--- src/sv/mtps_pkg.sv ---
package mtps_pkg;

  localparam int CODE_MAX = 15;
  localparam int REM_W    = 4;

  localparam logic [1:0] SYM_END   = 2'b00;
  localparam logic [1:0] SYM_DASH  = 2'b01;
  localparam logic [1:0] SYM_DOT   = 2'b10;
  localparam logic [1:0] SYM_SPACE = 2'b11;

  localparam logic [7:0] CHAR_SPACE  = 8'h20;
  localparam logic [7:0] CHAR_LOW_A  = 8'h61;
  localparam logic [7:0] CHAR_LOW_Z  = 8'h7a;
  localparam logic [7:0] CASE_OFFSET = 8'h20;
  localparam logic [REM_W-1:0] UNKNOWN_LEN = REM_W'(8);

  // one symbol handed from the sequencer to the packer
  typedef struct packed {
    logic [1:0]       code;
    logic [REM_W-1:0] rem;    // symbols of this transaction still to come
    logic             flush;
  } sym_t;

  // dash map left-aligned: bit CODE_MAX-1 is the first element
  typedef struct packed {
    logic [REM_W-1:0]    len;  // 0 = not in table
    logic [CODE_MAX-1:0] dash;
  } code_t;

  function automatic code_t mk(input logic [REM_W-1:0] len, input logic [CODE_MAX-1:0] raw);
    code_t r;
    r.len  = len;
    r.dash = raw << (CODE_MAX - int'(len));
    return r;
  endfunction

  function automatic code_t lookup(input logic [7:0] key);
    code_t r;
    case (key)
      8'h41: r = mk(4'd2, 15'b01);
      8'h42: r = mk(4'd4, 15'b1000);
      8'h43: r = mk(4'd4, 15'b1010);
      8'h44: r = mk(4'd3, 15'b100);
      8'h45: r = mk(4'd1, 15'b0);
      8'h46: r = mk(4'd4, 15'b0010);
      8'h47: r = mk(4'd3, 15'b110);
      8'h48: r = mk(4'd4, 15'b0000);
      8'h49: r = mk(4'd2, 15'b00);
      8'h4a: r = mk(4'd4, 15'b0111);
      8'h4b: r = mk(4'd3, 15'b101);
      8'h4c: r = mk(4'd4, 15'b0100);
      8'h4d: r = mk(4'd2, 15'b11);
      8'h4e: r = mk(4'd2, 15'b10);
      8'h4f: r = mk(4'd3, 15'b111);
      8'h50: r = mk(4'd4, 15'b0110);
      8'h51: r = mk(4'd4, 15'b1101);
      8'h52: r = mk(4'd3, 15'b010);
      8'h53: r = mk(4'd3, 15'b000);
      8'h54: r = mk(4'd1, 15'b1);
      8'h55: r = mk(4'd3, 15'b001);
      8'h56: r = mk(4'd4, 15'b0001);
      8'h57: r = mk(4'd3, 15'b011);
      8'h58: r = mk(4'd4, 15'b1001);
      8'h59: r = mk(4'd4, 15'b1011);
      8'h5a: r = mk(4'd4, 15'b1100);
      8'h30: r = mk(4'd5, 15'b11111);
      8'h31: r = mk(4'd5, 15'b01111);
      8'h32: r = mk(4'd5, 15'b00111);
      8'h33: r = mk(4'd5, 15'b00011);
      8'h34: r = mk(4'd5, 15'b00001);
      8'h35: r = mk(4'd5, 15'b00000);
      8'h36: r = mk(4'd5, 15'b10000);
      8'h37: r = mk(4'd5, 15'b11000);
      8'h38: r = mk(4'd5, 15'b11100);
      8'h39: r = mk(4'd5, 15'b11110);
      8'h25: r = mk(4'd15, 15'b111111001011111);
      8'h26: r = mk(4'd5, 15'b01000);
      8'h27: r = mk(4'd6, 15'b011110);
      8'h40: r = mk(4'd6, 15'b011010);
      8'h29: r = mk(4'd6, 15'b101101);
      8'h28: r = mk(4'd5, 15'b10110);
      8'h3a: r = mk(4'd6, 15'b111000);
      8'h2c: r = mk(4'd6, 15'b110011);
      8'h3d: r = mk(4'd5, 15'b10001);
      8'h21: r = mk(4'd6, 15'b101011);
      8'h2e: r = mk(4'd6, 15'b010101);
      8'h2d: r = mk(4'd6, 15'b100001);
      8'h2b: r = mk(4'd5, 15'b01010);
      8'h22: r = mk(4'd6, 15'b010010);
      8'h3f: r = mk(4'd6, 15'b001100);
      8'h2f: r = mk(4'd5, 15'b10010);
      8'h0a: r = mk(4'd4, 15'b0101);
      default: r = '0;
    endcase
    return r;
  endfunction

endpackage

--- src/sv/morse_text_to_packed_symbols.sv ---
// Channel  Handshake             Payload
// in       in_valid / in_stall   req_type, char_code
// out      out_valid / out_stall out_byte, last_of_run, message_end
//
// A character is sequenced as n symbols, where n is its code length plus
// a terminator (up to 16); a space is one symbol, a flush two. The symbol
// sequencer emits one 2-bit symbol per cycle into the byte packer unless out_stall pauses it.
// in_stall is high while a transaction is being sequenced; out_stall holds
// the output register while out_valid is high and pauses the sequencer. rst
// (synchronous) empties the packer and idles the sequencer.
module morse_text_to_packed_symbols (
  input  logic       clk,
  input  logic       rst,
  input  logic       in_valid,
  output logic       in_stall,
  input  logic       req_type,
  input  logic [7:0] char_code,
  output logic       out_valid,
  input  logic       out_stall,
  output logic [7:0] out_byte,
  output logic       last_of_run,
  output logic       message_end
);
  import mtps_pkg::*;

  sym_t sym;
  logic sym_valid;
  logic sym_ready;

  mtps_symgen u_symgen (
    .clk       (clk),
    .rst       (rst),
    .in_valid  (in_valid),
    .in_stall  (in_stall),
    .req_type  (req_type),
    .char_code (char_code),
    .sym_valid (sym_valid),
    .sym_ready (sym_ready),
    .sym       (sym)
  );

  mtps_packer u_packer (
    .clk         (clk),
    .rst         (rst),
    .sym_valid   (sym_valid),
    .sym_ready   (sym_ready),
    .sym         (sym),
    .out_valid   (out_valid),
    .out_stall   (out_stall),
    .out_byte    (out_byte),
    .last_of_run (last_of_run),
    .message_end (message_end)
  );

endmodule

--- src/sv/mtps_symgen.sv ---
module mtps_symgen (
  input  logic               clk,
  input  logic               rst,
  input  logic               in_valid,
  output logic               in_stall,
  input  logic               req_type,
  input  logic [7:0]         char_code,
  output logic               sym_valid,
  input  logic               sym_ready,
  output mtps_pkg::sym_t     sym
);
  import mtps_pkg::*;

  typedef enum logic [3:0] {
    S_IDLE  = 4'b0001,
    S_TEXT  = 4'b0010,
    S_SPACE = 4'b0100,
    S_FLUSH = 4'b1000
  } state_t;

  state_t              state;
  logic [CODE_MAX-1:0] pat;
  logic [REM_W-1:0]    rem;
  logic [7:0]          key;
  code_t               code;
  logic                push;

  always_comb begin
    key = char_code;
    if (char_code inside {[CHAR_LOW_A:CHAR_LOW_Z]}) begin
      key = char_code - CASE_OFFSET;
    end
    code = lookup(key);
  end

  assign in_stall  = (state != S_IDLE);
  assign sym_valid = (state != S_IDLE);
  assign push      = sym_valid && sym_ready;

  always_comb begin
    sym.rem   = rem;
    sym.flush = (state == S_FLUSH);
    case (state)
      S_TEXT:  sym.code = (rem == '0) ? SYM_END : (pat[CODE_MAX-1] ? SYM_DASH : SYM_DOT);
      S_SPACE: sym.code = SYM_SPACE;
      default: sym.code = SYM_END;
    endcase
  end

  always_ff @(posedge clk) begin
    if (rst) begin
      state <= S_IDLE;
      rem   <= '0;
      pat   <= '0;
    end else if (state == S_IDLE) begin
      if (in_valid) begin
        if (req_type) begin
          state <= S_FLUSH;
          rem   <= REM_W'(1);
        end else if (code.len != '0) begin
          state <= S_TEXT;
          rem   <= code.len;
          pat   <= code.dash;
        end else if (char_code == CHAR_SPACE) begin
          state <= S_SPACE;
          rem   <= '0;
        end else begin
          state <= S_TEXT;
          rem   <= UNKNOWN_LEN;
          pat   <= '0;
        end
      end
    end else if (push) begin
      if (rem == '0) begin
        state <= S_IDLE;
      end else begin
        rem <= rem - REM_W'(1);
        pat <= {pat[CODE_MAX-2:0], 1'b0};
      end
    end
  end

endmodule

--- src/sv/mtps_packer.sv ---
module mtps_packer (
  input  logic               clk,
  input  logic               rst,
  input  logic               sym_valid,
  output logic               sym_ready,
  input  mtps_pkg::sym_t     sym,
  output logic               out_valid,
  input  logic               out_stall,
  output logic [7:0]         out_byte,
  output logic               last_of_run,
  output logic               message_end
);
  import mtps_pkg::*;

  logic [7:0] pending;
  logic [1:0] count;
  logic [7:0] shifted;
  logic       push;
  logic       emit;

  assign sym_ready = !out_valid || !out_stall;
  assign push      = sym_valid && sym_ready;
  assign shifted   = {pending[5:0], sym.code};
  // flush's final symbol always sends out whatever is pending, full or not
  assign emit      = (count == 2'd3) || (sym.flush && (sym.rem == '0));

  always_ff @(posedge clk) begin
    if (rst) begin
      pending   <= '0;
      count     <= '0;
      out_valid <= 1'b0;
    end else begin
      if (!out_stall) begin
        out_valid <= 1'b0;
      end
      if (push) begin
        if (emit) begin
          pending   <= '0;
          count     <= '0;
          out_valid <= 1'b1;
        end else begin
          pending <= shifted;
          count   <= count + 2'd1;
        end
      end
    end
  end

  always_ff @(posedge clk) begin
    if (push && emit) begin
      out_byte    <= shifted;
      // for text, another byte follows only if at least four symbols remain; a flush's final symbol ends the run
      last_of_run <= sym.flush ? (sym.rem == '0) : (sym.rem < REM_W'(4));
      message_end <= sym.flush;
    end
  end

endmodule
--- config.mk ---
export PLATFORM = sky130hd
export DESIGN_NAME = morse_text_to_packed_symbols
export DESIGN_NICKNAME = d
export VERILOG_FILES = /design/src/sv/mtps_pkg.sv /design/src/sv/morse_text_to_packed_symbols.sv /design/src/sv/mtps_symgen.sv /design/src/sv/mtps_packer.sv
export SDC_FILE = /design/constraint.sdc
export NUM_CORES = 1
export LEC_CHECK = 0
export ABC_AREA = 0
export BUFFER_PORTS_ARGS = -buffer_cell sky130_fd_sc_hd__buf_2
export CORE_MARGIN = 8
export CORE_UTILIZATION = 30
export CTS_BUF_LIST = sky130_fd_sc_hd__clkbuf_16
export DETAILED_ROUTE_END_ITERATION = 6
export GPL_ROUTABILITY_DRIVEN = 0
export PLACE_DENSITY = 0.5
export SYNTH_ARGS = -nofsm -noshare
export SYNTH_HDL_FRONTEND = slang
export SYNTH_SLANG_ARGS = --single-unit
--- constraint.sdc ---
create_clock -name clk -period 8.32 [get_ports clk]
set_input_delay 0.832 -clock clk [delete_from_list [all_inputs] [get_ports clk]]
set_output_delay 0.832 -clock clk [all_outputs]
set_load 0.02 [all_outputs]
==> flow_summary.toml <==
[run_status]
status = "complete, no violations"

[detailed_routing]
drc = 0
drtIter0Drc = 188
wl_per_cell_um = 14.99
vias_per_cell = 5.489
firstDrtPassIters = 5
vias = 2728
antenna_left = 0
route.final.wire_length_mm = 7.451

[floorplan]
die_area_um2 = 13250
ios = 25
core.rowCount = 36
die_h_um = 115.1
floorplan.initialDensity_pct = 30.57
core-area_um2 = 9639
fp.dieW_um = 115.1

[clock_network]
insertion_delay_ns = 0.28
cts_sinks = 42
ctsHoldBuffers = 0
cts_tree = "done"
cts_buffers = 5
clock_path_buffers = 2
cts_htree_levels = 2
cts-resized-gates = 0
clockRootBuffer = "clkbuf_16"
cts_setup_buffers = 0
path_clk_slew_ns = 0.06

[pwr]
power.leakage_nw = 1.160
ir_drop_v = 0.00008699
powerDensity_nw_per_um2 = 230.1
total_power_mw = 0.7533

[synth]
syn_avg_cell_area_um2 = 8.277
yosysWarnings = 0
synthArstFlopShare_pct = 0
ys_seq_area_share_pct = 31.93
synth.lib_cells_used.distinct = 57
synth-edff-count = 10
syn_area_um2 = 2947
syn_inst = 356
ys_ff_latch = 42
synthFlopType = "dfxtp_1"
synth_fp_nets = 382

[timing]
setup_viol_count_final = 0
finalSetupTns_ns = 0
worst_pin_slew_ns = 0.8323
slew_headroom_pct = 44.31
fin_ws_ns = 5.007
rsz0062_at_grt = "no"
finClkSkew_ns = 0.005146
fmax_ghz = 0.3018
slew_violations = 0
hold_violations = 0
min_period_ns = 3.313
fin_hold_ws_ns = 0.4312
period_share_pct = 39.82

[global_route]
grt_antenna_before_repair = 0
grt_overflow_total = 0
grt_pass1_vias = 2402
grt_pass1_wl_mm = 12.10
grt_usage_pct = 11.19
grt_max_degree = 37

[setup_path]
critical_path_class = "input port to register"
crit_required_ns = 8.49
worst_ep_arrival_time_ns = 3.48
worstSetupStartpointType = "input port"
crit_path_end_kind = "register"
critPathMaxFanout = 13

[final_layout]
nets = 389
fin_area_um2 = 3273
drive_gt1_share_pct = 14.29
syn_to_final_growth_pct = 11.08
layout_commonest_cell = "nand2_1"
layout_common_cells = "nand2_1 (39), a21oi_1 (37), nor2_1 (34)"
diodes = 0
post-route-util_pct = 33.96
fillers = 1049
final_cells = 497

[job]
max_cap_violations = 0

[place]
dp.cells = 489
place_ws_ns = 4.774
dp_hpwl_mm = 5.506
port_buffers = 24
dpl-instance-area_um2 = 3124

[min_path]
hp-class = "register to register"
## state kept, by name, indices dropped and copies added (netlist names)
| register | cells |
|---|---|
| u_symgen.state | 4 |
| u_packer.message_end | 1 |
| u_packer.pending | 6 |
| u_packer.last_of_run | 1 |
| u_symgen.pat | 15 |
| u_packer.out_valid | 1 |
| u_packer.count | 2 |
| u_packer.out_byte | 8 |
| u_symgen.rem | 4 |
## synthesized netlist by cell type (4+ instances only)
cell type   n  area share, %
nand2b_1    4           0.85
ha_1       13            5.5
a21oi_1    37            6.3
o211ai_1    4            1.0
mux2i_1     5            1.7
a211oi_1    5            1.3
o21ai_0    25            4.2
clkbuf_1   14            1.8
o221ai_1    4            1.2
nor2b_1     4           0.85
a31oi_1     4           0.85
a311oi_1    7            2.1
dfxtp_1    32             22
and3_1      9            1.9
a22oi_1     9            2.3
buf_2       5           0.85
inv_1      16            2.0
nand3_1     9            1.5
o22ai_2     6            2.5
edfxtp_1   10             10
nor3_1      9            1.5
nor2_1     34            4.3
nand2_1    39            5.0
## cell families (layout without fill, tap and decap cells)
| logic type | count (synthesis) | after routing | synth area share, % |
|---|---|---|---|
| AO/OA/AOI/OAI | 129 | 129 | 33.08 |
| AND/OR/NAND/NOR | 121 | 121 | 19.57 |
| flip-flops | 42 | 42 | 31.93 |
| buffers and inverters | 42 | 50 | 6.114 |
| adder cells (fa/ha/maj) | 13 | 13 | 5.520 |
| multiplexers | 8 | 8 | 3.482 |
| XOR/XNOR | 1 | 1 | 0.2973 |
## cell type report
type / instances / area (um2) / area share (%)
Inverter: 17 / 63.81 / 1.950
Clock inverter: 3 / 23.77 / 0.7263
Multi-Input combinational cell: 272 / 1826 / 55.77
Timing Repair Buffer: 25 / 127.6 / 3.899
Tap cell: 133 / 166.4 / 5.084
Clock buffer: 5 / 125.1 / 3.823
Sequential cell: 42 / 940.9 / 28.75
## worst max-delay path, cell delays in order
cell,delay [ns]
buf_2,0.23
inv_1,0.13
ha_1,0.32
or4_4,0.59
a31oi_1,0.47
o2111ai_1,0.34
o2111ai_4,0.22
a21oi_1,0.11
o31a_1,0.24
## routing by layer
layer  routed length, um  track usage (%)
met5                   0                0
met4                 207            5.429
met2                3511            18.28
met1                3311            14.26
met3                 420            1.418
## report_power, final
part | switching [mW] | internal, mW | total (mW)
Combinational | 0.192 | 0.102 | 0.294
Clock | 0.0805 | 0.112 | 0.193
Sequential | 0.0236 | 0.243 | 0.266
Total | 0.296 | 0.457 | 0.753
## final timing paths
check             slack, ns              endpoint  cells past startpoint                start
setup / recovery       5.01       u_symgen.rem[3]                      9         char_code[1]
hold / removal         0.43  u_packer.out_byte[7]                      0  u_packer.pending[5]
setup reg to reg       5.14      u_symgen.pat[14]                      8    u_symgen.state[0]
hold reg to reg        0.43  u_packer.out_byte[7]                      0  u_packer.pending[5]
Note: power is estimated with default switching activity, not from simulation.
